===== config.mk =====
export PLATFORM = sky130hd
export DESIGN_NAME = tar_front
export DESIGN_NICKNAME = d
export VERILOG_FILES = /design/src/design/tar_pkg.sv /design/src/design/tar_front.sv
export SDC_FILE = /design/constraint.sdc
export NUM_CORES = 2
export LEC_CHECK = 0
export BUFFER_PORTS_ARGS = -buffer_cell sky130_fd_sc_hd__buf_2
export CORE_ASPECT_RATIO = 1.75
export CORE_MARGIN = 1.5
export CORE_UTILIZATION = 50
export CTS_BUF_LIST = sky130_fd_sc_hd__clkbuf_8 sky130_fd_sc_hd__clkbuf_16
export DETAILED_ROUTE_END_ITERATION = 12
export GPL_TIMING_DRIVEN = 0
export PLACE_DENSITY = 0.67
export SLEW_MARGIN = 20
export SYNTH_ARGS = -nofsm -noshare
export SYNTH_HDL_FRONTEND = slang
export SYNTH_SLANG_ARGS = --single-unit

===== constraint.sdc =====
create_clock -name clk -period 14.1 [get_ports clk]
set_input_delay 1.41 -clock clk [delete_from_list [all_inputs] [get_ports clk]]
set_output_delay 1.41 -clock clk [all_outputs]
set_load 0.01 [all_outputs]

===== src/design/tar_pkg.sv =====
`default_nettype none
package tar_pkg;

  localparam int STORE_DEPTH_DEF = 4096;
  localparam int DIM_BITS_DEF    = 12;

  localparam int TDATA_W   = 8;
  localparam int CFG_IDX_W = 3;
  localparam int DIM_REG_W = 13;
  localparam int MODE_W    = 3;
  localparam int QUEUE_DEPTH = 4;

  localparam logic [CFG_IDX_W-1:0] CFG_MODE  = 3'd0;
  localparam logic [CFG_IDX_W-1:0] CFG_DIM_N = 3'd1;
  localparam logic [CFG_IDX_W-1:0] CFG_DIM_C = 3'd2;
  localparam logic [CFG_IDX_W-1:0] CFG_DIM_H = 3'd3;
  localparam logic [CFG_IDX_W-1:0] CFG_DIM_W = 3'd4;

  localparam logic [MODE_W-1:0] MODE_N   = 3'd0;
  localparam logic [MODE_W-1:0] MODE_C   = 3'd1;
  localparam logic [MODE_W-1:0] MODE_H   = 3'd2;
  localparam logic [MODE_W-1:0] MODE_W_AX = 3'd3;
  localparam logic [MODE_W-1:0] MODE_ALL = 3'd4;
  localparam logic [MODE_W-1:0] MODE_NC  = 3'd5;
  localparam logic [MODE_W-1:0] MODE_CH  = 3'd6;
  localparam logic [MODE_W-1:0] MODE_HW  = 3'd7;

  // per-item control carried from front to back
  typedef struct packed {
    logic elem;
    logic first;
    logic last;
    logic tend;
    logic ok;
  } tar_flags_t;

  localparam int FLAGS_W = $bits(tar_flags_t);

  // reduced axes, bit 3 n, bit 2 c, bit 1 h, bit 0 w
  function automatic logic [3:0] red_mask(input logic [MODE_W-1:0] mode);
    logic [3:0] m;
    case (mode)
      MODE_N:    m = 4'b1000;
      MODE_C:    m = 4'b0100;
      MODE_H:    m = 4'b0010;
      MODE_W_AX: m = 4'b0001;
      MODE_ALL:  m = 4'b1111;
      MODE_NC:   m = 4'b1100;
      MODE_CH:   m = 4'b0110;
      MODE_HW:   m = 4'b0011;
      default:   m = 4'b1111;
    endcase
    return m;
  endfunction

  // kept axes inside the outermost reduced axis
  function automatic logic [3:0] grp_mask(input logic [MODE_W-1:0] mode);
    logic [3:0] m;
    case (mode)
      MODE_N:          m = 4'b0111;
      MODE_C, MODE_NC: m = 4'b0011;
      MODE_H, MODE_CH: m = 4'b0001;
      default:         m = 4'b0000;
    endcase
    return m;
  endfunction

endpackage
`default_nettype wire


===== src/design/tar_front.sv =====
`default_nettype none
module tar_front #(
  parameter int STORE_DEPTH = tar_pkg::STORE_DEPTH_DEF,
  parameter int DIM_BITS    = tar_pkg::DIM_BITS_DEF,
  parameter int AW          = 1
) (
  input  wire logic                           clk,
  input  wire logic                           rst_n,
  input  wire logic                           cfg_valid,
  output logic                                cfg_ready,
  input  wire logic [tar_pkg::CFG_IDX_W-1:0]  cfg_index,
  input  wire logic [tar_pkg::DIM_REG_W-1:0]  cfg_data,
  input  wire logic                           in_valid,
  output logic                                in_ready,
  input  wire logic                           in_bit,
  input  wire logic                           q_full,
  output logic                                push,
  output tar_pkg::tar_flags_t                 push_flags,
  output logic [AW-1:0]                       push_addr
);
  import tar_pkg::*;

  localparam int EW = DIM_BITS + 1;
  localparam int SW = (3 * EW > 18) ? 3 * EW : 18;
  localparam logic [EW-1:0] DMAX = EW'(1) << DIM_BITS;

  logic [MODE_W-1:0]    mode_r;
  logic [DIM_REG_W-1:0] dim_n_r, dim_c_r, dim_h_r, dim_w_r;
  logic [DIM_BITS-1:0]  pos_r [4];
  logic [AW-1:0]        cnt_r;
  logic [1:0]           settle_r;
  logic [2*EW-1:0]      hw_r;
  logic [3*EW-1:0]      chw_r;
  logic                 ok_r;

  logic [EW-1:0] eff [4];
  logic [3:0]    at_max, at_zero, red, grp;
  logic          cfg_hit, group_wrap;
  logic [SW-1:0] span;

  function automatic logic [EW-1:0] eff_dim(input logic [DIM_REG_W-1:0] d);
    logic [EW-1:0] r;
    if (d == '0) begin
      r = EW'(1);
    end else if (32'(d) > (32'(1) << DIM_BITS)) begin
      r = DMAX;
    end else begin
      r = EW'(d);
    end
    return r;
  endfunction

  assign cfg_ready = 1'b1;
  assign cfg_hit   = cfg_valid && (cfg_index <= CFG_DIM_W);

  assign eff[0] = eff_dim(dim_n_r);
  assign eff[1] = eff_dim(dim_c_r);
  assign eff[2] = eff_dim(dim_h_r);
  assign eff[3] = eff_dim(dim_w_r);

  // at_max bit 3 is n, bit 0 is w
  always_comb begin
    for (int a = 0; a < 4; a++) begin
      at_max[3-a]  = ({1'b0, pos_r[a]} + EW'(1)) >= eff[a];
      at_zero[3-a] = (pos_r[a] == '0);
    end
  end

  assign red        = red_mask(mode_r);
  assign grp        = grp_mask(mode_r);
  assign group_wrap = &(~grp | at_max);

  always_comb begin
    case (mode_r)
      MODE_N:          span = SW'(chw_r);
      MODE_C, MODE_NC: span = SW'(hw_r);
      MODE_H, MODE_CH: span = SW'(eff[3]);
      default:         span = SW'(1);
    endcase
  end

  assign in_ready         = !q_full && (settle_r == 2'd0);
  assign push             = in_valid && in_ready;
  assign push_flags.elem  = in_bit;
  assign push_flags.first = &(~red | at_zero);
  assign push_flags.last  = &(~red | at_max);
  assign push_flags.tend  = &at_max;
  assign push_flags.ok    = ok_r;
  assign push_addr        = cnt_r;

  always_ff @(posedge clk) begin
    hw_r  <= eff[2] * eff[3];
    chw_r <= eff[1] * hw_r;
    ok_r  <= span <= SW'(STORE_DEPTH);
  end

  always_ff @(posedge clk) begin
    if (!rst_n) begin
      mode_r   <= MODE_ALL;
      dim_n_r  <= DIM_REG_W'(1);
      dim_c_r  <= DIM_REG_W'(1);
      dim_h_r  <= DIM_REG_W'(1);
      dim_w_r  <= DIM_REG_W'(1);
      cnt_r    <= '0;
      settle_r <= 2'd3;
      for (int a = 0; a < 4; a++) begin
        pos_r[a] <= '0;
      end
    end else if (cfg_hit) begin
      case (cfg_index)
        CFG_MODE:  mode_r  <= cfg_data[MODE_W-1:0];
        CFG_DIM_N: dim_n_r <= cfg_data;
        CFG_DIM_C: dim_c_r <= cfg_data;
        CFG_DIM_H: dim_h_r <= cfg_data;
        CFG_DIM_W: dim_w_r <= cfg_data;
        default:   ;
      endcase
      cnt_r    <= '0;
      settle_r <= 2'd3;
      for (int a = 0; a < 4; a++) begin
        pos_r[a] <= '0;
      end
    end else begin
      if (settle_r != 2'd0) begin
        settle_r <= settle_r - 2'd1;
      end
      if (push) begin
        cnt_r <= group_wrap ? '0 : cnt_r + AW'(1);
        // w fastest; an axis steps when every inner axis wraps
        for (int a = 0; a < 4; a++) begin
          if (&(at_max | ~((4'b1 << (3 - a)) - 4'b1))) begin
            pos_r[a] <= at_max[3-a] ? '0 : pos_r[a] + DIM_BITS'(1);
          end
        end
      end
    end
  end

endmodule
`default_nettype wire


==> results.sh <==
export IMPL_status="finished clean"
export IMPL_area_growth_pct=6.56
export IMPL_coreArea_um2=47900
export IMPL_async_flop_share_pct=0
export IMPL_max_freq_mhz=133
export IMPL_cp_end_kind="flip-flop"
export IMPL_via_count=19100
export IMPL_hp_start="dim_h_r[4]"
export IMPL_startpoint_type="flip-flop"
export IMPL_final_cell_mix="inv_1, nand2_1, fa_1"
export IMPL_cts_setup_buffers=0
export IMPL_post_dp_hpwl_mm=55.9
export IMPL_ys_flop_type="dfxtp_1"
export IMPL_timing_hold_ws_ps=472
export IMPL_min_period_ps=7520
export IMPL_grt_overflow=0
export IMPL_ctsResizeCount=0
export IMPL_drt_pass1_iter_count=7
export IMPL_tns_ps=0
export IMPL_setup_viol_count_final=0
export IMPL_cts_root_buf="clkbuf_16"
export IMPL_initial_core_util_pct=50.8
export IMPL_synth_top_area_share_pct=31.7
export IMPL_final_nets=3516
export IMPL_startpoint="dim_c_r[12]"
export IMPL_clkPwrFrac_pct=42.3
export IMPL_grt_pass1_vias=20900
export IMPL_dpl_cell_area_um2=25300
export IMPL_ys_ff_latch=176
export IMPL_intPower_mw=0.835
export IMPL_drtAntennaViolNets=0
export IMPL_r2r_start="dim_c_r[12]"
export IMPL_drt_iter0_markers=970
export IMPL_leakage_nw=12.4
export IMPL_skew_ps=25.7
export IMPL_boundaryPins=31
export IMPL_die_h_um=295
export IMPL_port_buffer_count=27
export IMPL_grt_usage_pct=28.4
export IMPL_synth_mux_area_fraction_pct=0.252
export IMPL_die_w_um=170
export IMPL_fin_crit_sh_pct=53.3
export IMPL_critPathKind="flip-flop to flip-flop"
export IMPL_netlist_area_um2=24300
export IMPL_yosysTopAreaCell="fa_1"
export IMPL_final_hold_viol_count=0
export IMPL_syn_avg_cell_area_um2=8.55
export IMPL_cts_num_sinks=176
export IMPL_synthAdderAreaFrac_pct=43.0
export IMPL_worstPathRequired_ps=14450
export IMPL_worst_slew_pin_slew_ps=992
export IMPL_power_frac_seq_pct=44.0
export IMPL_finalPower_mw=1.24
export IMPL_cts_tree="built"
export IMPL_vdd_ir_drop_max_v=0.0000602
export IMPL_htree_levels=4
export IMPL_routabilityCongestion=0.982
export IMPL_rsz0062_at_grt="false"
export IMPL_maxCapViolCount=0
export IMPL_synth_cell_types=70
export IMPL_hp_class="flip-flop to flip-flop"
export IMPL_synthCells=2842
export IMPL_antennaDiodeCount=0
export IMPL_viasPerCell=5.39
export IMPL_drive_gt1_share_pct=3.14
export IMPL_clk_path_buf_depth=2
export IMPL_ys_warn_count=0
export IMPL_synth_nets=3469
export IMPL_seq_area_frac_synth_pct=16.0
export IMPL_netlist_top_cells_area="fa_1, dfxtp_1, ha_1, inv_1, nand2_1"
export IMPL_dieArea_um2=50000
export IMPL_grt_pass1_wl_mm=108
export IMPL_routedWlPerCell_um=18.9
export IMPL_synthXorXnorAreaFrac_pct=3.14
export IMPL_num_rows=106
export IMPL_synth_edf_count=36
export IMPL_synth_top_family_by_area="adder cells"
export IMPL_switching_share_pct=32.6
export IMPL_grt_max_degree=23
export IMPL_combPwrFrac_pct=13.7
export IMPL_cts_hold_buf=0
export IMPL_antenna_found_initial=0
export IMPL_cp_arrival_ps=7870
export IMPL_synth_compound_area_share_pct=7.33
export IMPL_synth_simple_area_share_pct=19.6
export IMPL_netSwitchingPower_mw=0.403
export IMPL_maxSlewHeadroom_pct=33.6
export IMPL_layout_commonest_cell="inv_1"
export IMPL_critPathMaxFanout=10
export IMPL_p_per_area_nw_per_um2=47.8
export IMPL_clk_latency_ps=490
export IMPL_routed_wl_mm=67.0
export IMPL_clkSlewWorstSetupHoldPaths_ps=80
export IMPL_fin_area_um2=25900
export IMPL_maxSlewViolCount=0
export IMPL_numCtsBuffers=17
export IMPL_drc=0
[per-layer routing]
metal | GRT usage [%] | share of wire, % | vias up
met5 | 0 | 0 | -
met4 | 19.3 | 7.2 | 0
met3 | 2.66 | 3.6 | 221
met2 | 54.8 | 55 | 569
met1 | 28.3 | 35 | 9461
li1 | - | - | 8878
[through the flow]
stage                     util, %  cells  setup WS [ps]
after floorplan                 -   2842           8040
after global placement       52.7   3517           6750
after detailed placement     52.8   3518           6620
after CTS                    54.1   3550           6630
after global routing         54.1   3550           6220
final                        54.1   3550           6580
[power by group through the flow]
stage / clock network (mW) / registers (mW) / logic [mW]
after CTS: 0.531 / 0.545 / 0.168
after detailed placement: 0 / 0.557 / 0.168
final: 0.524 / 0.545 / 0.170
after global placement: 0 / 0.556 / 0.162
after floorplan: 0 / 0.550 / 0.110
after global routing: 0.551 / 0.547 / 0.188
[logic make-up (layout without fill, tap and decap cells)]
kind of cell | after synthesis | count (layout)
flops | 176 | 176
fa+ha+maj | 605 | 605
compound gates | 281 | 281
xor+xnor | 87 | 87
mux | 6 | 6
buf+inv | 685 | 745
other cells | 1 | 1
simple gates | 1001 | 1001
[flip-flops by register name, indices dropped and copies added (netlist names)]
| register | count |
|---|---|
| dim_h_r | 13 |
| chw_r | 39 |
| mode_r | 3 |
| hw_r | 26 |
| push_addr | 1 |
| dim_n_r | 13 |
| dim_w_r | 13 |
| pos_r | 48 |
| red | 4 |
| settle_r | 2 |
| ok_r | 1 |
| dim_c_r | 13 |
[path summary, 6_finish.rpt]
path	end	slack, ps	depth (start not counted)
worst max register to register	chw_r[38]	6580	21
worst min register to register	dim_h_r[4]	470	2
worst min-delay path	dim_h_r[4]	470	2
worst max-delay path	chw_r[38]	6580	21
[cell type report]
type                       count  area [um^2]
fill                        4481        22000
multi-input combinational   1981        17800
sequential                   176         3880
inverter                     570         2140
tap                          648          811
buffer                       115          448
clock buffer                  17          425
clock inverter                15          209
timing repair buffer          28          143
[Yosys cell counts (4+ instances only)]
cell	n
a211o_1	5
a211oi_1	13
a21boi_0	4
a21o_1	28
a21o_2	4
a21oi_1	113
a22oi_1	4
a31oi_1	11
and2_1	145
and3_1	27
and4_1	6
buf_2	4
clkbuf_1	106
clkinv_1	5
dfxtp_1	140
edfxtp_1	36
fa_1	385
ha_1	220
inv_1	564
mux2i_1	5
nand2_1	461
nand2b_1	10
nand3_1	53
nand3b_1	7
nand4_1	9
nor2_1	135
nor2b_1	51
nor3_1	28
nor3b_1	11
nor4_1	27
nor4b_1	5
o211ai_1	10
o21a_1	13
o21ai_0	36
o21bai_1	10
o31ai_1	4
or2_2	7
or3_1	7
xnor2_1	67
xor2_1	20
[worst max-delay path: stages (launching register included)]
cell       delay, ps
dfxtp_1          370
clkbuf_1         310
clkbuf_1         630
clkbuf_1         760
nand2_1          190
fa_1             580
inv_1             50
fa_1             500
fa_1             520
fa_1             550
inv_1             60
fa_1             540
inv_1             40
ha_1             360
and4_1           260
nand3_1          110
nor2_1            50
a2111o_1         550
o2111ai_1        280
a31o_2           250
nand2_1           90
o311ai_0         350
No activity file was read; power rests on OpenSTA's default activity.
