[config.mk]
export PLATFORM = sky130hd
export DESIGN_NAME = tar_queue
export DESIGN_NICKNAME = d
export VERILOG_FILES = /design/src/design/tar_pkg.sv /design/src/design/tar_queue.sv
export SDC_FILE = /design/constraint.sdc
export NUM_CORES = 1
export LEC_CHECK = 0
export BUFFER_PORTS_ARGS = -buffer_cell sky130_fd_sc_hd__buf_4
export CAP_MARGIN = 20
export CORE_MARGIN = 3
export CORE_UTILIZATION = 50
export CTS_CLUSTER_DIAMETER = 30
export DETAILED_ROUTE_END_ITERATION = 7
export GPL_TIMING_DRIVEN = 0
export PLACE_DENSITY = 0.8
export SYNTH_ARGS = -nofsm -noshare
export SYNTH_HDL_FRONTEND = slang
export SYNTH_SLANG_ARGS = --single-unit
[constraint.sdc]
create_clock -name clk -period 3.9 [get_ports clk]
set_input_delay 0.78 -clock clk [delete_from_list [all_inputs] [get_ports clk]]
set_output_delay 0.78 -clock clk [all_outputs]
set_load 0.01 [all_outputs]
[src/design/tar_pkg.sv]
`default_nettype none
package tar_pkg;

  localparam int STORE_DEPTH_DEF = 4096;
  localparam int DIM_BITS_DEF    = 12;

  localparam int TDATA_W   = 8;
  localparam int CFG_IDX_W = 3;
  localparam int DIM_REG_W = 13;
  localparam int MODE_W    = 3;
  localparam int QUEUE_DEPTH = 4;

  localparam logic [CFG_IDX_W-1:0] CFG_MODE  = 3'd0;
  localparam logic [CFG_IDX_W-1:0] CFG_DIM_N = 3'd1;
  localparam logic [CFG_IDX_W-1:0] CFG_DIM_C = 3'd2;
  localparam logic [CFG_IDX_W-1:0] CFG_DIM_H = 3'd3;
  localparam logic [CFG_IDX_W-1:0] CFG_DIM_W = 3'd4;

  localparam logic [MODE_W-1:0] MODE_N   = 3'd0;
  localparam logic [MODE_W-1:0] MODE_C   = 3'd1;
  localparam logic [MODE_W-1:0] MODE_H   = 3'd2;
  localparam logic [MODE_W-1:0] MODE_W_AX = 3'd3;
  localparam logic [MODE_W-1:0] MODE_ALL = 3'd4;
  localparam logic [MODE_W-1:0] MODE_NC  = 3'd5;
  localparam logic [MODE_W-1:0] MODE_CH  = 3'd6;
  localparam logic [MODE_W-1:0] MODE_HW  = 3'd7;

  // per-item control carried from front to back
  typedef struct packed {
    logic elem;
    logic first;
    logic last;
    logic tend;
    logic ok;
  } tar_flags_t;

  localparam int FLAGS_W = $bits(tar_flags_t);

  // reduced axes, bit 3 n, bit 2 c, bit 1 h, bit 0 w
  function automatic logic [3:0] red_mask(input logic [MODE_W-1:0] mode);
    logic [3:0] m;
    case (mode)
      MODE_N:    m = 4'b1000;
      MODE_C:    m = 4'b0100;
      MODE_H:    m = 4'b0010;
      MODE_W_AX: m = 4'b0001;
      MODE_ALL:  m = 4'b1111;
      MODE_NC:   m = 4'b1100;
      MODE_CH:   m = 4'b0110;
      MODE_HW:   m = 4'b0011;
      default:   m = 4'b1111;
    endcase
    return m;
  endfunction

  // kept axes inside the outermost reduced axis
  function automatic logic [3:0] grp_mask(input logic [MODE_W-1:0] mode);
    logic [3:0] m;
    case (mode)
      MODE_N:          m = 4'b0111;
      MODE_C, MODE_NC: m = 4'b0011;
      MODE_H, MODE_CH: m = 4'b0001;
      default:         m = 4'b0000;
    endcase
    return m;
  endfunction

endpackage
`default_nettype wire

[src/design/tar_queue.sv]
`default_nettype none
module tar_queue #(
  parameter int W = 8
) (
  input  wire logic         clk,
  input  wire logic         rst_n,
  input  wire logic         push,
  input  wire logic [W-1:0] push_data,
  output logic              full,
  input  wire logic         pop,
  output logic [W-1:0]      pop_data,
  output logic              empty
);
  import tar_pkg::*;

  localparam int PW = $clog2(QUEUE_DEPTH);

  logic [W-1:0]  slot_r [QUEUE_DEPTH];
  logic [PW-1:0] wp_r, rp_r;
  logic [PW:0]   cnt_r;

  assign full     = (cnt_r == (PW+1)'(QUEUE_DEPTH));
  assign empty    = (cnt_r == '0);
  assign pop_data = slot_r[rp_r];

  always_ff @(posedge clk) begin
    if (push) begin
      slot_r[wp_r] <= push_data;
    end
  end

  always_ff @(posedge clk) begin
    if (!rst_n) begin
      wp_r  <= '0;
      rp_r  <= '0;
      cnt_r <= '0;
    end else begin
      if (push) begin
        wp_r <= wp_r + PW'(1);
      end
      if (pop) begin
        rp_r <= rp_r + PW'(1);
      end
      if (push && !pop) begin
        cnt_r <= cnt_r + (PW+1)'(1);
      end else if (pop && !push) begin
        cnt_r <= cnt_r - (PW+1)'(1);
      end
    end
  end

endmodule
`default_nettype wire

==> impl_table.tex, run 1 <==
\begin{tabular}{lr}
\hline
Metric & Value \\
\hline
\multicolumn{2}{l}{\textbf{STA}} \\
\quad Final period utilization & 59.15\% \\
\quad Setup repair after global routing missed its margin & false \\
\quad Headroom to the max-slew limit & 70.96\% \\
\quad Worst-case clock skew & 11.46 ps \\
\quad Count of endpoints failing setup in the final report & 0 \\
\quad Max Freq & 0.4335 GHz \\
\quad Sum of negative setup slack & 0 ps \\
\quad Max Transition Viols Final & 0 \\
\quad Final worst path period need & 2307 ps \\
\quad Measured slew at the worst slew-check pin & 435.6 ps \\
\quad Hold slack & 542.9 ps \\
\quad Final hold violation count & 0 \\
\multicolumn{2}{l}{\textbf{Global route}} \\
\quad Number of global-route vias before repair & 865 \\
\quad Overflow after GRT & 0 \\
\quad Pin count of the biggest net entering global routing & 14 \\
\quad First-pass GRT wire length & 4250 µm \\
\quad Total track usage & 14.58\% \\
\quad Number of antenna violations at the first check in global routing & 0 \\
\multicolumn{2}{l}{\textbf{Logic synthesis}} \\
\quad Post-synthesis cell area & 0.001603 mm² \\
\quad Net count of the mapped netlist & 103 \\
\quad Cell taking the most area after synthesis & sky130\_fd\_sc\_hd\_\_edfxtp\_1 \\
\quad Proportion of synthesized chip area in sequential cells & 71.19\% \\
\quad Share of the synthesized area in the top cell type & 59.95\% \\
\quad Cell count after synthesis & 85 \\
\quad Synth area leaders & sky130\_fd\_sc\_hd\_\_edfxtp\_1 (60\%), sky130\_fd\_sc\_hd\_\_dfxtp\_1 (11\%), sky130\_fd\_sc\_hd\_\_mux4\_2 (11\%), sky130\_fd\_sc\_hd\_\_ha\_1 (3.9\%), sky130\_fd\_sc\_hd\_\_and2\_1 (3.5\%) \\
\quad Average instance area after synthesis & 18.86 µm² \\
\quad FF+latch count, synth & 41 \\
\quad Synthesis Warnings & 0 \\
\quad Library cells used by synthesis & 19 \\
\multicolumn{2}{l}{\textbf{CTS}} \\
\quad Number of buffers on the longest clock path & 2 \\
\quad Clock root buffer master & sky130\_fd\_sc\_hd\_\_clkbuf\_4 \\
\quad Post-cts gate resize count & 0 \\
\quad Number of buffers added for setup after CTS & 0 \\
\quad Count of hold buffers inserted by post-cts repair & 0 \\
\quad Worst-path clk slew & 120 ps \\
\quad Clock Latency Late Sink & 340 ps \\
\quad Num CTS Buffers & 5 \\
\quad H-Tree Depth & 2 \\
\quad CTS tree & built \\
\quad Number of clock sinks seen by CTS & 41 \\
\multicolumn{2}{l}{\textbf{Power}} \\
\quad Lkg Pwr & 0.6931 nW \\
\quad Combinational Power Share & 14.6\% \\
\quad Pwr dens & 467.7 mW/mm² \\
\quad Power Total & 0.8813 mW \\
\quad Switch share & 23.09\% \\
\quad Part of the total power dissipated in sequential elements & 58.2\% \\
\quad P\_sw & 0.2035 mW \\
\quad Proportion of power drawn by the clock network & 27.2\% \\
\quad Peak VDD IR & 330.5 µV \\
\quad Cell internal power dissipation & 0.6778 mW \\
\multicolumn{2}{l}{\textbf{Worst setup path}} \\
\quad Buffers \& Inverters on Critical Path & 2 \\
\quad Kind of critical path & reg2out \\
\quad Signal arrival time at the worst endpoint & 1530 ps \\
\quad Critical-path maximum fanout & 8 \\
\quad Minimum setup slack among reg-to-reg paths & 2380 ps \\
\quad Worst-path cell chain & buf\_6 > mux4\_2 > buf\_4 \\
\quad Cell type of the slowest stage on the worst timing path & sky130\_fd\_sc\_hd\_\_mux4\_2 \\
\quad Required time of the critical path & 3120 ps \\
\quad Family of cells with the greatest summed delay on the critical path & multiplexers \\
\quad Critical Path Source Type & flop \\
\quad Worst setup EP type & output port \\
\quad Slowest Stage Delay on Critical Path & 520 ps \\
\multicolumn{2}{l}{\textbf{Floorplan}} \\
\quad Die W & 62.62 µm \\
\quad Core region area & 0.002900 mm² \\
\quad Die span in y & 62.62 µm \\
\quad Die ar. & 0.003921 mm² \\
\quad Row count & 19 \\
\quad Starting Density & 55.26\% \\
\quad Boundary pin count & 22 \\
\multicolumn{2}{l}{\textbf{Route}} \\
\quad Average wire per standard cell & 15.86 µm \\
\quad Vias per cell & 5.218 \\
\quad Number of antenna-violating nets in the routed design & 0 \\
\quad Sum of routed wire length over all layers & 2474 µm \\
\quad Number of search-and-repair iterations in the first detailed-routing pass & 4 \\
\quad Residual DRC & 0 \\
\quad Total number of vias & 814 \\
\quad Iter 0 DRT Violations & 20 \\
\multicolumn{2}{l}{\textbf{Layout}} \\
\quad Area overhead of the layout relative to synthesis & 17.56\% \\
\quad \# nets final & 131 \\
\quad Inserted Diodes & 0 \\
\quad Total of fill cells in the finished design & 230 \\
\quad Ratio of cells with drive above 1 in the final layout & 33.33\% \\
\multicolumn{2}{l}{\textbf{Flow run}} \\
\quad Max-cap violation count & 0 \\
\multicolumn{2}{l}{\textbf{Min path}} \\
\quad Worst hold-check path type & reg2reg \\
\multicolumn{2}{l}{\textbf{Outcome}} \\
\quad Run status & finished clean \\
\multicolumn{2}{l}{\textbf{Placed design}} \\
\quad Last weighted congestion value of the routability-driven placer & 0.6085 \\
\quad I/O Buffers & 21 \\
\quad Total half-perimeter wirelength after legalization and detailed placement & 1747 µm \\
\hline
\end{tabular}
==> cells in the mapped netlist (all sizes together) <==
library cell  instances
edfxtp               32
and2                  9
dfxtp                 9
mux4                  8
ha                    5
inv                   4
xor2                  3
mux2i                 2
nor2b                 2
xnor2                 2
a21boi                1
buf                   1
clkbuf                1
fa                    1
nand2                 1
nor3                  1
nor3b                 1
o21ai                 1
or3                   1
==> state kept, by name, indices dropped and copies added (netlist names), named ones only <==
name	cells
slot_r	32
rp_r	2
wp_r	2
cnt_r	3
==> worst paths after layout <==
check	startpoint	to	depth (start not counted)
max	flop	pop_data[1]	3
min	cnt_r[2]$_SDFFE_PN0P_	cnt_r[2]$_SDFFE_PN0P_	2
max reg2reg	cnt_r[0]$_SDFFE_PN0P_	cnt_r[2]$_SDFFE_PN0P_	4
min reg2reg	cnt_r[2]$_SDFFE_PN0P_	cnt_r[2]$_SDFFE_PN0P_	2
==> placed cells by master (no fill, tap or decap), types with 2 or more instances in the layout <==
cell type                  count
sky130_fd_sc_hd__and2_1        9
sky130_fd_sc_hd__buf_4        21
sky130_fd_sc_hd__clkbuf_4      5
sky130_fd_sc_hd__dfxtp_1       9
sky130_fd_sc_hd__edfxtp_1     32
sky130_fd_sc_hd__ha_1          5
sky130_fd_sc_hd__inv_1         4
sky130_fd_sc_hd__mux2i_1       2
sky130_fd_sc_hd__mux4_2        8
sky130_fd_sc_hd__nor2b_1       2
sky130_fd_sc_hd__xnor2_1       2
sky130_fd_sc_hd__xor2_1        3
==> logic make-up after synthesis <==
kind of cell,count (synthesis),share of synthesized area [%]
flip-flops,41,71.19
AND/OR/NAND/NOR,15,5.698
multiplexers,10,12.49
buffers and inverters,6,1.951
adder cells (fa/ha/maj),6,5.152
XOR/XNOR,5,2.733
AO/OA/AOI/OAI,2,0.7805
==> worst reg2reg max path, cell delays in order (launching register included) <==
cell and delay [ps]:
sky130_fd_sc_hd__dfxtp_1 380, sky130_fd_sc_hd__fa_1 440, sky130_fd_sc_hd__xor2_1 180, sky130_fd_sc_hd__or3_1 310
sky130_fd_sc_hd__a21boi_1 160
==> cell type report <==
type                            instances  area [µm²]  area share, %
Clock inverter                          1       5.005         0.2656
Timing Repair Buffer                   21       157.7          8.367
Buffer                                  2       16.27         0.8632
Tap cell                               42       52.55          2.789
Multi-Input combinational cell         38       430.4          22.84
Sequential cell                        41        1141          60.56
Clock buffer                            7       66.31          3.519
Inverter                                4       15.01         0.7968
==> power groups by stage <==
stage	logic [mW]	clock network, mW	registers (mW)
after floorplan	0.0771	0	0.519
after global placement	0.125	0	0.520
after detailed placement	0.131	0	0.523
after CTS	0.132	0.243	0.513
after global routing	0.143	0.261	0.517
final	0.129	0.239	0.513
==> metal layers <==
layer / global-route usage (%) / up-vias / wire [µm]
met2: 24.63 / 28 / 1224
met1: 16.89 / 406 / 1049
met5: 0 / - / 0
met4: 8.264 / 0 / 58
li1: - / 375 / -
met3: 3.597 / 5 / 142
==> per-stage QoR <==
stage,worst slack (ps),cell area (µm²),std cells,utilization [%]
CTS,1563,1884,156,64.97
floorplan,1860,1603,85,-
finish,1593,1884,156,64.97
global placement,1682,1813,148,62.51
global route,1508,1884,156,64.97
detailed placement,1614,1813,148,62.51
Power figures use the tool's default switching activity.
==> inputs of run 2 (changes only) <==
- PLACE_DENSITY: 0.8 -> 0.83
- clock period: 3.9 -> 2.1 ns (I/O delays scaled with it)
==> run 2 against run 1 <==
Compared with the run above:
- setup slack got worse by 1400 ps
- sequential share of layout area is 0.24 points lower
- design area rose by 0.40%
- first-iteration DRC count is 10% lower
- clock skew barely moved
- sequential power increased by 85%
- power grew 91%
- worst hold slack worse by 270 ps
- global-route usage shrank 0.86 points
- die area unchanged
- clock power grew 110%
- register-to-register slack got worse by 1800 ps
- critical endpoint is now pop_data[2]
- highest routed layer unchanged
==> impl_table.tex, run 2 (synthesis results as in run 1) <==
\begin{tabular}{lr}
\hline
Metric & Value \\
\hline
\multicolumn{2}{l}{\textbf{Layout}} \\
\quad Commonest non-fill, non-tap cells in the layout & sky130\_fd\_sc\_hd\_\_edfxtp\_1 (32), sky130\_fd\_sc\_hd\_\_buf\_4 (21), sky130\_fd\_sc\_hd\_\_and2\_1 (9), sky130\_fd\_sc\_hd\_\_dfxtp\_1 (9), sky130\_fd\_sc\_hd\_\_mux4\_2 (8) \\
\quad Inserted Diodes & 0 (unchanged) \\
\quad Non-filler cells, final & 156 (unchanged) \\
\quad Area overhead of the layout relative to synthesis & 18.03\% \\
\quad Largest register FFs & 32 (unchanged) \\
\quad Util after Layout & 65.23\% (+0.26 points) \\
\quad Post-route standard cell area excluding fillers & 0.001892 mm² (+0.40\%) \\
\quad Most common library cell in the layout ignoring fill and taps & sky130\_fd\_sc\_hd\_\_edfxtp\_1 \\
\quad \# nets final & 131 (unchanged) \\
\quad Top flop regs & slot\_r (32), cnt\_r (3) \\
\quad Ratio of cells with drive above 1 in the final layout & 33.33\% (unchanged) \\
\quad Register containing the most flip-flops in the final layout & slot\_r \\
\multicolumn{2}{l}{\textbf{Route}} \\
\quad Average wire per standard cell & 15.32 µm (-3.4\%) \\
\quad Total number of vias & 807 (-0.86\%) \\
\quad Number of search-and-repair iterations in the first detailed-routing pass & 5 (+1) \\
\quad Number of antenna-violating nets in the routed design & 0 (unchanged) \\
\quad Iter 0 DRT Violations & 18 (-10\%) \\
\quad Residual DRC & 0 (unchanged) \\
\quad Sum of routed wire length over all layers & 2390 µm (-3.4\%) \\
\quad Vias per cell & 5.173 (-0.86\%) \\
\multicolumn{2}{l}{\textbf{CTS}} \\
\quad H-Tree Depth & 2 (unchanged) \\
\quad Count of hold buffers inserted by post-cts repair & 0 (unchanged) \\
\quad CTS tree & built \\
\quad Clock root buffer master & sky130\_fd\_sc\_hd\_\_clkbuf\_4 \\
\quad Clock Latency Late Sink & 340 ps (about the same) \\
\quad Number of clock sinks seen by CTS & 41 (unchanged) \\
\quad Num CTS Buffers & 5 (unchanged) \\
\quad Post-cts gate resize count & 0 (unchanged) \\
\quad Worst-path clk slew & 120 ps (about the same) \\
\quad Number of buffers on the longest clock path & 2 (unchanged) \\
\quad Number of buffers added for setup after CTS & 0 (unchanged) \\
\multicolumn{2}{l}{\textbf{STA}} \\
\quad Sum of negative setup slack & 0 ps (unchanged) \\
\quad Final worst path period need & 1953 ps \\
\quad Final hold violation count & 0 (unchanged) \\
\quad Setup repair after global routing missed its margin & false \\
\quad Count of endpoints failing setup in the final report & 0 (unchanged) \\
\quad Headroom to the max-slew limit & 70.07\% (-0.89 points) \\
\quad Least setup slack across all paths after layout & 147.5 ps (-1445 ps) \\
\quad Max Freq & 0.5122 GHz \\
\quad Measured slew at the worst slew-check pin & 449.0 ps (+13.37 ps) \\
\quad Hold slack & 268.9 ps (-274.0 ps) \\
\quad Worst-case clock skew & 11.65 ps (+0.1890 ps) \\
\quad Final period utilization & 92.98\% \\
\quad Max Transition Viols Final & 0 (unchanged) \\
\multicolumn{2}{l}{\textbf{Worst setup path}} \\
\quad Worst Reg-to-Reg Cells & 4 (unchanged) \\
\quad Kind of critical path & reg2out \\
\quad Signal arrival time at the worst endpoint & 1530 ps (about the same) \\
\quad Slowest Stage Delay on Critical Path & 520 ps (about the same) \\
\quad R2r startpoint & cnt\_r[0]\$\_SDFFE\_PN0P\_ \\
\quad Critical-path maximum fanout & 8 (unchanged) \\
\quad Worst setup EP type & output port \\
\quad Minimum setup slack among reg-to-reg paths & 560 ps (-1820 ps) \\
\quad Critical Path Source Type & flop \\
\quad Required time of the critical path & 1680 ps (-1440 ps) \\
\quad Reg2Reg Capture Point & cnt\_r[2]\$\_SDFFE\_PN0P\_ \\
\quad Termination of the worst setup path & pop\_data[2] \\
\quad Worst-path cell chain & buf\_6 > mux4\_2 > buf\_4 \\
\quad Cell type of the slowest stage on the worst timing path & sky130\_fd\_sc\_hd\_\_mux4\_2 \\
\multicolumn{2}{l}{\textbf{Floorplan}} \\
\quad Core region area & 0.002900 mm² (unchanged) \\
\quad Starting Density & 55.26\% (unchanged) \\
\quad Row count & 19 (unchanged) \\
\quad Boundary pin count & 22 (unchanged) \\
\quad Die span in y & 62.62 µm (unchanged) \\
\quad Die W & 62.62 µm (unchanged) \\
\quad Die ar. & 0.003921 mm² (unchanged) \\
\multicolumn{2}{l}{\textbf{Placed design}} \\
\quad Placed cells & 148 (unchanged) \\
\quad I/O Buffers & 21 (unchanged) \\
\quad Total half-perimeter wirelength after legalization and detailed placement & 1666 µm (-4.6\%) \\
\quad Last weighted congestion value of the routability-driven placer & 0.6729 (+11\%) \\
\quad Minimum setup slack after placement & 164.2 ps (-1449 ps) \\
\quad Post-place instance area & 0.001813 mm² (unchanged) \\
\multicolumn{2}{l}{\textbf{Min path}} \\
\quad Worst hold-check path type & in2reg \\
\multicolumn{2}{l}{\textbf{Power}} \\
\quad Peak VDD IR & 830.4 µV (+150\%) \\
\quad Lkg Pwr & 0.6915 nW (-0.23\%) \\
\quad Power Total & 1.680 mW (+91\%) \\
\quad Pwr dens & 888.2 mW/mm² (+90\%) \\
\multicolumn{2}{l}{\textbf{Global route}} \\
\quad Number of antenna violations at the first check in global routing & 0 (unchanged) \\
\quad Pin count of the biggest net entering global routing & 14 (unchanged) \\
\quad Overflow after GRT & 0 (unchanged) \\
\quad Number of global-route vias before repair & 843 (-2.5\%) \\
\quad First-pass GRT wire length & 3988 µm (-6.2\%) \\
\quad Total track usage & 13.72\% (-0.86 points) \\
\multicolumn{2}{l}{\textbf{Outcome}} \\
\quad Run status & finished clean \\
\multicolumn{2}{l}{\textbf{Flow run}} \\
\quad Max-cap violation count & 0 (unchanged) \\
\hline
\end{tabular}
## run 2: cell count changes in the layout (fill, tap and decap cells not counted)
cell / before / now
sky130_fd_sc_hd__clkbuf_16: 1 / 0
sky130_fd_sc_hd__clkinv_2: 1 / 0
sky130_fd_sc_hd__bufinv_16: 0 / 1
sky130_fd_sc_hd__clkinv_1: 0 / 1
sky130_fd_sc_hd__clkbuf_1: 1 / 0
sky130_fd_sc_hd__clkinvlp_4: 0 / 1
## run 2: worst max-delay path, delay by kind of cell (launching register included)
kind,cells,cell delay (ps)
buf+inv,2,330
mux,1,520
flops,1,340
## run 2: report_power, final
part	internal, mW	switching [mW]
Combinational	0.131	0.107
Sequential	0.926	0.0255
Clock	0.247	0.245
## run 2: how the worst min path moves through the flow
stage | start | end | slack [ps] | cells past startpoint
floorplan | cnt_r[2]$_SDFFE_PN0P_ | cnt_r[2]$_SDFFE_PN0P_ | 470 | 2
global placement | cnt_r[2]$_SDFFE_PN0P_ | cnt_r[2]$_SDFFE_PN0P_ | 480 | 2
detailed placement | cnt_r[2]$_SDFFE_PN0P_ | cnt_r[2]$_SDFFE_PN0P_ | 520 | 2
CTS | push_data[0] | slot_r[1][0]$_DFFE_PP_ | 260 | 1
global route | push_data[2] | slot_r[1][2]$_DFFE_PP_ | 240 | 1
finish | push_data[0] | slot_r[1][0]$_DFFE_PP_ | 270 | 1
## run 2: final cells by class
class | count | area [µm²]
fill | 224 | 1008
clock buffer | 5 | 37.54
timing repair buffer | 21 | 157.7
buffer | 2 | 16.27
multi-input combinational | 38 | 430.4
tap | 42 | 52.55
sequential | 41 | 1141
inverter | 4 | 15.01
clock inverter | 3 | 41.29
## run 2: per-layer routing
metal / wire length, µm / global-route usage (%)
met1: 914 / 14.93
met2: 1303 / 24.37
met3: 137 / 5.036
met4: 35 / 4.959
met5: 0 / 0
