## config.mk

```make
export PLATFORM = sky130hd
export DESIGN_NAME = tar_back
export DESIGN_NICKNAME = d
export VERILOG_FILES = /design/src/design/tar_pkg.sv /design/src/design/tar_back.sv
export SDC_FILE = /design/constraint.sdc
export NUM_CORES = 1
export LEC_CHECK = 0
export ABC_CLOCK_PERIOD_IN_PS = 2100
export BUFFER_PORTS_ARGS = -buffer_cell sky130_fd_sc_hd__buf_2
export CELL_PAD_IN_SITES_DETAIL_PLACEMENT = 0
export CELL_PAD_IN_SITES_GLOBAL_PLACEMENT = 1
export CORE_MARGIN = 4
export CORE_UTILIZATION = 40
export CTS_CLUSTER_DIAMETER = 120
export DETAILED_ROUTE_END_ITERATION = 8
export PLACE_DENSITY_LB_ADDON = 0.1
export SLEW_MARGIN = 20
export SYNTH_ARGS = -nofsm -noshare
export SYNTH_HDL_FRONTEND = slang
export SYNTH_SLANG_ARGS = --single-unit
```

## constraint.sdc

```tcl
create_clock -name clk -period 2.1 [get_ports clk]
set_clock_uncertainty 0.15 [all_clocks]
set_input_delay 0.42 -clock clk [delete_from_list [all_inputs] [get_ports clk]]
set_output_delay 0.42 -clock clk [all_outputs]
set_load 0.05 [all_outputs]
```

## src/design/tar_pkg.sv

```systemverilog
`default_nettype none
package tar_pkg;

  localparam int STORE_DEPTH_DEF = 4096;
  localparam int DIM_BITS_DEF    = 12;

  localparam int TDATA_W   = 8;
  localparam int CFG_IDX_W = 3;
  localparam int DIM_REG_W = 13;
  localparam int MODE_W    = 3;
  localparam int QUEUE_DEPTH = 4;

  localparam logic [CFG_IDX_W-1:0] CFG_MODE  = 3'd0;
  localparam logic [CFG_IDX_W-1:0] CFG_DIM_N = 3'd1;
  localparam logic [CFG_IDX_W-1:0] CFG_DIM_C = 3'd2;
  localparam logic [CFG_IDX_W-1:0] CFG_DIM_H = 3'd3;
  localparam logic [CFG_IDX_W-1:0] CFG_DIM_W = 3'd4;

  localparam logic [MODE_W-1:0] MODE_N   = 3'd0;
  localparam logic [MODE_W-1:0] MODE_C   = 3'd1;
  localparam logic [MODE_W-1:0] MODE_H   = 3'd2;
  localparam logic [MODE_W-1:0] MODE_W_AX = 3'd3;
  localparam logic [MODE_W-1:0] MODE_ALL = 3'd4;
  localparam logic [MODE_W-1:0] MODE_NC  = 3'd5;
  localparam logic [MODE_W-1:0] MODE_CH  = 3'd6;
  localparam logic [MODE_W-1:0] MODE_HW  = 3'd7;

  // per-item control carried from front to back
  typedef struct packed {
    logic elem;
    logic first;
    logic last;
    logic tend;
    logic ok;
  } tar_flags_t;

  localparam int FLAGS_W = $bits(tar_flags_t);

  // reduced axes, bit 3 n, bit 2 c, bit 1 h, bit 0 w
  function automatic logic [3:0] red_mask(input logic [MODE_W-1:0] mode);
    logic [3:0] m;
    case (mode)
      MODE_N:    m = 4'b1000;
      MODE_C:    m = 4'b0100;
      MODE_H:    m = 4'b0010;
      MODE_W_AX: m = 4'b0001;
      MODE_ALL:  m = 4'b1111;
      MODE_NC:   m = 4'b1100;
      MODE_CH:   m = 4'b0110;
      MODE_HW:   m = 4'b0011;
      default:   m = 4'b1111;
    endcase
    return m;
  endfunction

  // kept axes inside the outermost reduced axis
  function automatic logic [3:0] grp_mask(input logic [MODE_W-1:0] mode);
    logic [3:0] m;
    case (mode)
      MODE_N:          m = 4'b0111;
      MODE_C, MODE_NC: m = 4'b0011;
      MODE_H, MODE_CH: m = 4'b0001;
      default:         m = 4'b0000;
    endcase
    return m;
  endfunction

endpackage
`default_nettype wire

```

## src/design/tar_back.sv

```systemverilog
`default_nettype none
module tar_back #(
  parameter int STORE_DEPTH = tar_pkg::STORE_DEPTH_DEF,
  parameter int AW          = 1
) (
  input  wire logic                 clk,
  input  wire logic                 rst_n,
  input  wire logic                 q_empty,
  output logic                      pop,
  input  wire tar_pkg::tar_flags_t  q_flags,
  input  wire logic [AW-1:0]        q_addr,
  output logic                      out_valid,
  input  wire logic                 out_ready,
  output logic                      out_value,
  output logic                      out_last,
  output logic                      span_error
);
  import tar_pkg::*;

  logic       store_r [STORE_DEPTH];
  logic       a_valid_r, rd_r, fw_r, fwv_r;
  tar_flags_t a_fl_r;
  logic [AW-1:0] a_addr_r;
  logic       out_valid_r, out_value_r, out_last_r, out_err_r;
  logic       a_leave, a_load, prev_v, v;

  assign prev_v  = fw_r ? fwv_r : rd_r;
  assign v       = a_fl_r.first ? a_fl_r.elem : (prev_v & a_fl_r.elem);
  assign a_leave = a_valid_r && (!a_fl_r.last || !out_valid_r || out_ready);
  assign a_load  = (!a_valid_r || a_leave) && !q_empty;
  assign pop     = a_load;

  assign out_valid  = out_valid_r;
  assign out_value  = out_value_r;
  assign out_last   = out_last_r;
  assign span_error = out_err_r;

  // read-modify-write of the partial store, write on leave, read on load
  always_ff @(posedge clk) begin
    if (a_leave && a_fl_r.ok) begin
      store_r[a_addr_r] <= v;
    end
    if (a_load && q_flags.ok) begin
      rd_r <= store_r[q_addr];
    end
  end

  always_ff @(posedge clk) begin
    if (a_load) begin
      a_fl_r   <= q_flags;
      a_addr_r <= q_addr;
      fw_r     <= a_leave && a_fl_r.ok && (a_addr_r == q_addr);
      fwv_r    <= v;
    end
    if (a_leave && a_fl_r.last) begin
      out_value_r <= a_fl_r.ok & v;
      out_last_r  <= a_fl_r.tend;
      out_err_r   <= !a_fl_r.ok;
    end
  end

  always_ff @(posedge clk) begin
    if (!rst_n) begin
      a_valid_r   <= 1'b0;
      out_valid_r <= 1'b0;
    end else begin
      if (a_load) begin
        a_valid_r <= 1'b1;
      end else if (a_leave) begin
        a_valid_r <= 1'b0;
      end
      if (a_leave && a_fl_r.last) begin
        out_valid_r <= 1'b1;
      end else if (out_ready) begin
        out_valid_r <= 1'b0;
      end
    end
  end

endmodule
`default_nettype wire

```

==> impl_results.md, run 1 <==
- FMAX: 502 MHz
- Pre-Repair DR Iteration Count: 2
- Share of cells above drive strength 1: 0.400
- Largest net degree at the start of global routing: 10
- Crit-path leading delay family: simple AND/OR/NAND/NOR gates
- Switching Fraction: 0.215
- Clock sink count: 16
- WP data required: 1.53 ns
- Final ANT Viol Nets: 0
- Post-synthesis cell count: 37
- Combinational share of power: 0.080
- Core area: 1370 um2
- Final period utilization: 0.948
- Post-DP Area: 702 um2
- Final Max Tran Viols: 0
- Top-count cell post-synth: edfxtp_1
- CTS tree: done
- Total Wirelength: 888 um
- Vias per Instance: 4.81
- Worst setup SP type: flop
- Die height: 47.1 um
- I/O pin count: 15
- Storage element area: 460 um2
- # diodes: 0
- Area contributors post-synth: edfxtp_1 69%, dfxtp_1 6.6%, a21boi_0 3.7%
- Sequential area share after synthesis: 0.754
- Initial DRC Count: 1
- Vias in the first global route: 344
- Synth cell count leaders: 14 x edfxtp_1, 3 x a21boi_0, 3 x nand2_1
- Ys async rst share: 0
- Post-Syn Area: 611 um2
- FILL cells: 120
- P_sw: 124 uW
- First-pass GRT wire length: 1460 um
- Yosys top cell by area: edfxtp_1
- Clock power frac: 0.282
- Kind of critical path: reg2out
- Unrepaired setup endpoints after global routing: no
- Setup bufs post-CTS: 0
- Vias: 337
- Primary FF master, synth: edfxtp_1
- Post-synthesis register bit count: 16
- Worst-Margin Slew: 0.306 ns
- Sum Neg Setup Slack: 0 ns
- Leakage: 0.000296 uW
- Peak supply drop: 0.000449 V
- Seq pwr share: 0.637
- DRC: 0
- Cell Rows: 13
- Total GRT Usage: 0.0976
- Worst path cell trace: nand4b_1, nor2b_4, clkbuf_4
- WP data arrival: 1.42 ns
- Final GP Congestion: 0.667
- Synth-to-layout area growth: 20.5%
- Max_slew headroom: 0.794
- Top cell type's share of synthesized area: 0.689
- Die W: 47.1 um
- Syn_nets: 47
- Crit-path max cell delay: 0.41 ns
- Syn avg cell area: 16.5 um2
- Nets: 66
- CTS clk-pin slew, worst paths: 0.09 ns
- Fin crit period: 1.99 ns
- Inserted Clock Buffers: 3
- Slowest-stage cell, CP: edfxtp_1
- Status: completed
- Netlist cell types: 17
- Initial core utilization: 0.447
- Initial antenna violation count: 0
- Core Util, Final: 0.538
- Cell area after layout: 736 um2
- WP buf/inv: 1
- Clk buf depth: 2
- H-Tree Depth: 1
- DIE AREA: 2220 um2
- Pwr/cell area: 785 nW/um2
- Remaining Overflow, GRT: 0
- Syn. warnings: 0
- Total power: 577 uW
- PortBufs: 14
- Hold WC Path Type: in2reg
- Final hold viol count: 0
- CP endpoint kind: primary output
- WHS: 0.159 ns
- DP Wirelength: 739 um
- Worst-path fanout max: 9
- Clock root buffer: clkbuf_4
- Max-cap violation count: 0
- Routed len/inst: 12.7 um
- Clock Latency Late Sink: 0.28 ns
- Post-synth EDFFs: 14
- Multi-input logic area: 150 um2
- Final setup fails: 0
- Pint: 453 uW
-- worst register-to-register path, stage by stage (launching register included) --
cell      delay (ns)
edfxtp_1        0.41
nand4b_1        0.14
nor2b_4         0.29
-- state kept, by name, summed over array words and instances (netlist names) --
signal and count:
a_fl_r 5, store_r 2, a_addr_r 1, a_valid_r 1, fw_r 1, fwv_r 1, out_last 1, out_valid 1
out_value 1, rd_r 1, span_error 1
-- per-layer routing --
layer | up-vias | share of wire | GRT usage
li1 | 174 | - | -
met1 | 151 | 0.43 | 0.115
met2 | 12 | 0.48 | 0.165
met3 | 0 | 0.083 | 0.0345
met4 | 0 | 0 | 0.0331
met5 | - | 0 | 0
-- repair_timing --
| action | 4_1_cts | 5_1_grt |
|---|---|---|
| endpoints found under the setup margin | 1 | 1 |
| hold buffers | 0 | 0 |
| resized for setup | 1 | 1 |
-- metrics by stage --
step / cells / worst slack (ns)
after floorplan: 37 / 0.174
after global placement: 66 / 0.162
after detailed placement: 66 / 0.143
after CTS: 70 / 0.0679
after global routing: 70 / 0.00459
final: 70 / 0.109
-- cell families (layout without fill, tap and decap cells) --
group | Yosys count | in the layout | synth area share
muxes | 2 | 2 | 0.0348
DFF | 16 | 16 | 0.754
xor gates and xnor gates | 1 | 1 | 0.0143
AOI/OAI and AO/OA | 4 | 4 | 0.0451
buffers and inverters | 2 | 20 | 0.0123
and+or+nand+nor | 12 | 12 | 0.139
-- cells in the final DEF, fill, tap and decap left out --
master | synthesis | routed
nor3_1 | 1 | 1
edfxtp_1 | 14 | 14
dfxtp_1 | 2 | 2
buf_2 | 0 | 13
inv_1 | 2 | 2
mux2i_1 | 1 | 1
nand4b_1 | 1 | 1
nor3b_2 | 1 | 1
and3b_1 | 1 | 1
mux2_2 | 1 | 1
nor2b_4 | 0 | 1
nor3_2 | 1 | 1
xor2_1 | 1 | 1
and3b_2 | 1 | 1
clkbuf_1 | 0 | 1
clkbuf_4 | 0 | 4
a21oi_1 | 1 | 1
nor2b_1 | 2 | 1
a21boi_0 | 3 | 3
nand2b_1 | 1 | 1
nand2_1 | 3 | 3
-- worst paths after layout --
check,to,slack [ns],depth (start not counted),startpoint
worst max-delay path,pop,0.11,3,a_fl_r[2]$_DFFE_PP_
worst min-delay path,a_fl_r[1]$_DFFE_PP_,0.16,1,q_flags[1]
worst min register to register,out_last$_DFFE_PP_,0.28,0,a_fl_r[1]$_DFFE_PP_
worst max register to register,a_addr_r$_DFFE_PP_,0.78,2,a_fl_r[2]$_DFFE_PP_
-- power by group through the flow --
| stage | combinational [uW] | clock, uW | sequential, uW |
|---|---|---|---|
| after floorplan | 20.7 | 0 | 382 |
| final | 46.3 | 163 | 368 |
| after detailed placement | 45.8 | 0 | 375 |
| after global placement | 44.1 | 0 | 375 |
| after CTS | 46.7 | 169 | 368 |
| after global routing | 50.7 | 180 | 370 |
-- area by class of cell --
class,instances,share of cell area
flip-flops and latches,16,0.626
multi-input cells,19,0.204
repair buffers,14,0.0986
clock buffers,4,0.0357
well taps,15,0.0255
inverters,2,0.0102
Power figures use the tool's default switching activity.
==> run 2: changes to the inputs <==
Settings changed: ABC_CLOCK_PERIOD_IN_PS 2100 to 2300, CORE_UTILIZATION 40 to 43.
Clock period 2.1 ns to 2.3 ns, I/O delays scaled along.
==> run 2 against run 1 <==
Effect of this change: clock power down 11%; first-iteration DRC count rose to 4.0 times the previous value; critical endpoint unchanged; non-clock buffer count unchanged; count of clock-buffer cells in the layout down 1; combinational power down 9.1%; largest power group unchanged; critical path depth unchanged.
==> impl_results.md, run 2 (synthesis results as in run 1) <==
- I/O pin count: 15 (unchanged)
- Worst-Margin Slew: 0.347 ns (+0.0416 ns)
- CTS tree: done
- Peak supply drop: 0.000415 V (-7.5%)
- Core area: 1320 um2 (-3.6%)
- Pre-Repair DR Iteration Count: 2 (unchanged)
- Routed len/inst: 13.4 um (+5.5%)
- Max-cap violation count: 0 (unchanged)
- DP Wirelength: 729 um (-1.2%)
- Die height: 45.7 um (-3.0%)
- Reg2Reg Depth: 2 (unchanged)
- HP Start: q_flags[1]
- Combinational share of power: 0.080 (about the same)
- FMAX: 480 MHz
- Initial antenna violation count: 0 (unchanged)
- Critical path origin: a_fl_r[2]$_DFFE_PP_
- Largest register FFs: 5 (unchanged)
- Total Wirelength: 937 um (+5.5%)
- Clock sink count: 16 (unchanged)
- H-Tree Depth: 1 (unchanged)
- Max_slew headroom: 0.766 (-0.0280)
- Largest net degree at the start of global routing: 10 (unchanged)
- Switching Fraction: 0.219 (+0.00387)
- Largest Register: a_fl_r
- Fin crit period: 2.08 ns
- Vias: 342 (+1.5%)
- Cell Rows: 13 (unchanged)
- Hold path cells: 1 (unchanged)
- CP endpoint kind: primary output
- Clock power frac: 0.278 (-0.004)
- Remaining Overflow, GRT: 0 (unchanged)
- Total GRT Usage: 0.114 (+0.0167)
- First-pass GRT wire length: 1580 um (+8.1%)
- Final worst slack: 0.218 ns (+0.110 ns)
- CTS clk-pin slew, worst paths: 0.09 ns (about the same)
- Setup WS pre-CTS: 0.229 ns (+0.0869 ns)
- Worst-path fanout max: 9 (unchanged)
- WP data arrival: 1.47 ns (+0.05 ns)
- WHS: 0.198 ns (+0.0391 ns)
- DIE AREA: 2090 um2 (-5.8%)
- Nets: 66 (unchanged)
- Final hold viol count: 0 (unchanged)
- Initial DRC Count: 4 (+3)
- Clock root buffer: clkbuf_4
- # diodes: 0 (unchanged)
- P_sw: 115 uW (-7.6%)
- Worst setup SP type: flop
- Clk buf depth: 2 (unchanged)
- Post-DP Area: 702 um2 (unchanged)
- Kind of critical path: reg2out
- Final Max Tran Viols: 0 (unchanged)
- WP data required: 1.69 ns (+0.16 ns)
- Unrepaired setup endpoints after global routing: no
- Die W: 45.7 um (-3.0%)
- Hold WC Path Type: in2reg
- FILL cells: 110 (-8.3%)
- Sum Neg Setup Slack: 0 ns (unchanged)
- Total power: 524 uW (-9.3%)
- Pint: 409 uW (-9.7%)
- Clock Latency Late Sink: 0.28 ns (about the same)
- DRC: 0 (unchanged)
- Initial core utilization: 0.463 (+0.0166)
- Final GP Congestion: 0.671 (+0.69%)
- Most frequent cells in the layout: 14 x edfxtp_1, 14 x buf_2, 3 x nand2_1, 3 x a21boi_0, 3 x clkbuf_4
- Seq pwr share: 0.642 (+0.005)
- Synth-to-layout area growth: 20.1%
- Final ANT Viol Nets: 0 (unchanged)
- Status: completed
- Pwr/cell area: 714 nW/um2 (-9.0%)
- Final setup fails: 0 (unchanged)
- Vias per Instance: 4.89 (+1.5%)
- PortBufs: 14 (unchanged)
- Vias in the first global route: 375 (+9.0%)
- FF-to-FF Start: a_fl_r[2]$_DFFE_PP_
- Final period utilization: 0.905
- Cell area after layout: 733 um2 (-0.34%)
- Leakage: 0.000295 uW (about the same)
- Share of cells above drive strength 1: 0.400 (unchanged)
- Top flop regs: a_fl_r: 5 flops, store_r: 2 flops
- Inserted Clock Buffers: 3 (unchanged)
## run 2: repair_timing
action,in CTS,in global routing
resized for setup,0,1
setup buffers,0,0
hold buffers,0,0
setup endpoints to repair,0,1
## run 2: final timing paths
check / end / slack (ns)
setup / recovery: pop / 0.22
hold / removal: a_fl_r[1]$_DFFE_PP_ / 0.20
setup reg to reg: a_addr_r$_DFFE_PP_ / 0.96
hold reg to reg: out_last$_DFFE_PP_ / 0.28
## run 2: area by class of cell
cell class,instances,area [um2],share of cell area
Timing Repair Buffer,14,70.1,0.0956
Inverter,2,7.51,0.0102
Clock buffer,3,22.5,0.0307
Multi-Input combinational cell,19,150,0.205
Clock inverter,1,3.75,0.00512
Tap cell,15,18.8,0.0256
Sequential cell,16,460,0.628
## run 2: routing by layer
metal	vias to the layer above	routed length, um	GRT usage
met5	-	0	0
met4	0	10	0.105
met3	2	64	0.0277
met2	11	484	0.189
met1	158	378	0.116
li1	171	-	-
## run 2: metrics by stage
stage | util | cells
4_1_cts | 0.553 | 70
6_report | 0.557 | 70
5_1_grt | 0.557 | 70
3_5_place_dp | 0.533 | 66
3_3_place_gp | 0.533 | 66
2_1_floorplan | - | 37
## run 2: critical path: stages (launching register included)
cell and delay [ns]:
edfxtp_1 0.42, nand4b_1 0.16, nor2b_4 0.30, buf_2 0.32
## run 2: power groups by stage
| stage | logic, uW | registers [uW] | clock network [uW] |
|---|---|---|---|
| after floorplan | 18.9 | 349 | 0 |
| after global placement | 40.2 | 342 | 0 |
| after detailed placement | 41.7 | 343 | 0 |
| after CTS | 41.8 | 336 | 151 |
| after global routing | 45.4 | 338 | 168 |
| final | 42.1 | 336 | 145 |
==> run 3: changes to the inputs <==
Settings changed: CORE_MARGIN 4 to 2.
==> run 3 against run 2 <==
Effect of this change: utilization stayed put; largest cell class unchanged; final cell count stayed put; sequential power hardly changed; flip-flop and latch count stayed put; combinational power is 1% lower; largest power group unchanged; fmax is 1.3% higher.
==> impl_results.md, run 3 (synthesis results as in run 1) <==
- Status: completed
- Number of hold buffers added after CTS: 0 (unchanged)
- Die height: 41.7 um (-8.8%)
- Crit-path max cell delay: 0.42 ns (about the same)
- Hold WC Path Type: in2reg
- Vias per Instance: 5.06 (+3.5%)
- Inserted Clock Buffers: 3 (unchanged)
- I/O pin count: 15 (unchanged)
- # diodes: 0 (unchanged)
- Final Max Tran Viols: 0 (unchanged)
- Core area: 1320 um2 (unchanged)
- Unrepaired setup endpoints after global routing: no
- Cell Rows: 13 (unchanged)
- Reg2Reg Setup Slack: 0.98 ns (+0.02 ns)
- Top flop regs: a_fl_r: 5 flops, store_r: 2 flops
- Max-cap violation count: 0 (unchanged)
- Max_slew headroom: 0.760 (-0.00668)
- WHS: 0.202 ns (+0.00431 ns)
- Initial DRC Count: 6 (+2)
- Most frequent cells in the layout: 14 x edfxtp_1, 14 x buf_2, 3 x nand2_1, 3 x a21boi_0, 3 x clkbuf_4
- Largest net degree at the start of global routing: 10 (unchanged)
- Final hold viol count: 0 (unchanged)
- Clk buf depth: 2 (unchanged)
- CTS tree: done
- Leakage: 0.000295 uW (-0.13%)
- Post-DP Area: 702 um2 (unchanged)
- CTS clk-pin slew, worst paths: 0.09 ns (about the same)
- DRC: 0 (unchanged)
- Vias: 354 (+3.5%)
- Met1 usage: 0.130 (+0.0144)
- WP data required: 1.69 ns (about the same)
- FF-to-FF Start: a_fl_r[2]$_DFFE_PP_
- Gr busiest metal: met2
- M2 GR Usage: 0.216 (+0.0262)
- HP Start: q_flags[4]
- PostCTS Resize Cnt: 0 (unchanged)
- Crit-path leading delay family: simple AND/OR/NAND/NOR gates
- Routed len/inst: 12.7 um (-5.0%)
- PortBufs: 14 (unchanged)
- Sum Neg Setup Slack: 0 ns (unchanged)
- Hold endpoint: a_fl_r[4]$_DFFE_PP_
- Kind of critical path: reg2out
- Nets: 66 (unchanged)
- Met3 Track Usage GR: 0.0304 (+0.00277)
- Pwr/cell area: 716 nW/um2 (+0.22%)
- Final GP Congestion: 0.665 (-0.92%)
- Remaining Overflow, GRT: 0 (unchanged)
- Final ANT Viol Nets: 0 (unchanged)
- Worst r2r dst: a_addr_r$_DFFE_PP_
- H-Tree Depth: 1 (unchanged)
- Hold path cells: 1 (unchanged)
- Worst-Margin Slew: 0.357 ns (+0.00994 ns)
- Pre-Repair DR Iteration Count: 3 (+1)
- Cell area after layout: 733 um2 (unchanged)
- Final period utilization: 0.894 (-0.0116)
- Slowest-stage cell, CP: edfxtp_1
- Total power: 525 uW (+0.22%)
- Clock Latency Late Sink: 0.28 ns (about the same)
- Reg2Reg Depth: 2 (unchanged)
- Worst-path fanout max: 9 (unchanged)
- Clock root buffer: clkbuf_4
- Clock sink count: 16 (unchanged)
- WP data arrival: 1.45 ns (-0.02 ns)
- DIE AREA: 1740 um2 (-17%)
- CP endpoint kind: primary output
- Total GRT Usage: 0.120 (+0.00593)
- Initial antenna violation count: 0 (unchanged)
- Total Wirelength: 890 um (-5.0%)
- Share of cells above drive strength 1: 0.400 (unchanged)
- Setup bufs post-CTS: 0 (unchanged)
- Worst path cell trace: nand4b_1, nor2b_4, buf_2
- Worst setup SP type: flop
- Largest Register: a_fl_r
- Vias in the first global route: 380 (+1.3%)
- First-pass GRT wire length: 1550 um (-1.8%)
- Die W: 41.7 um (-8.8%)
- Largest register FFs: 5 (unchanged)
- Final setup fails: 0 (unchanged)
- FMAX: 487 MHz (+1.3%)
- Fin crit period: 2.06 ns (-0.0267 ns)
- WP buf/inv: 1 (unchanged)
- Synth-to-layout area growth: 20.1% (unchanged)
- Peak supply drop: 0.000334 V (-19%)
- Initial core utilization: 0.463 (unchanged)
- DP Wirelength: 717 um (-1.7%)
-- run 3: cell count changes in the layout (fill, tap and decap cells not counted), sizes merged --
cell	previous run	this run
clkinv	1	0
clkbuf	3	4
-- run 3: per-stage QoR --
step | std cells | util | worst slack, ns
floorplan | 37 | - | 0.334
global placement | 66 | 0.533 | 0.285
detailed placement | 66 | 0.533 | 0.224
CTS | 70 | 0.553 | 0.0554
global route | 70 | 0.557 | 0.104
finish | 70 | 0.557 | 0.245
-- run 3: final cells by class --
type | count | area [um2]
fillers | 114 | 584
flip-flops and latches | 16 | 460
multi-input cells | 19 | 150
repair buffers | 14 | 70.1
clock buffers | 4 | 26.3
well taps | 15 | 18.8
inverters | 2 | 7.51
-- run 3: worst reg2reg max path, stage by stage (launching register included) --
cell      delay [ns]
edfxtp_1        0.42
nand4b_1        0.15
nor2b_4         0.29
-- run 3: metal layers --
metal	routed length, um	part of all wire
met1	348	0.39
met2	485	0.54
met3	56	0.063
met4	0	0
met5	0	0
-- run 3: worst max path at each step --
| stage | slack [ns] | endpoint | cells after the start | start |
|---|---|---|---|---|
| after CTS | 0.06 | pop | 3 | a_fl_r[2]$_DFFE_PP_ |
| after floorplan | 0.33 | pop | 2 | out_valid$_SDFFE_PN0P_ |
| final | 0.24 | pop | 3 | a_fl_r[2]$_DFFE_PP_ |
| after global placement | 0.29 | pop | 4 | out_ready |
| after global routing | 0.10 | pop | 3 | a_fl_r[2]$_DFFE_PP_ |
| after detailed placement | 0.22 | pop | 4 | out_ready |
-- run 3: report_power, final --
| part | internal, uW | leakage [uW] | switching [uW] |
|---|---|---|---|
| Combinational | 15.8 | 0.000129 | 25.9 |
| Sequential | 330 | 0.000151 | 5.99 |
| Clock | 67.2 | 0.0000150 | 79.6 |
| Total | 413 | 0.000295 | 112 |
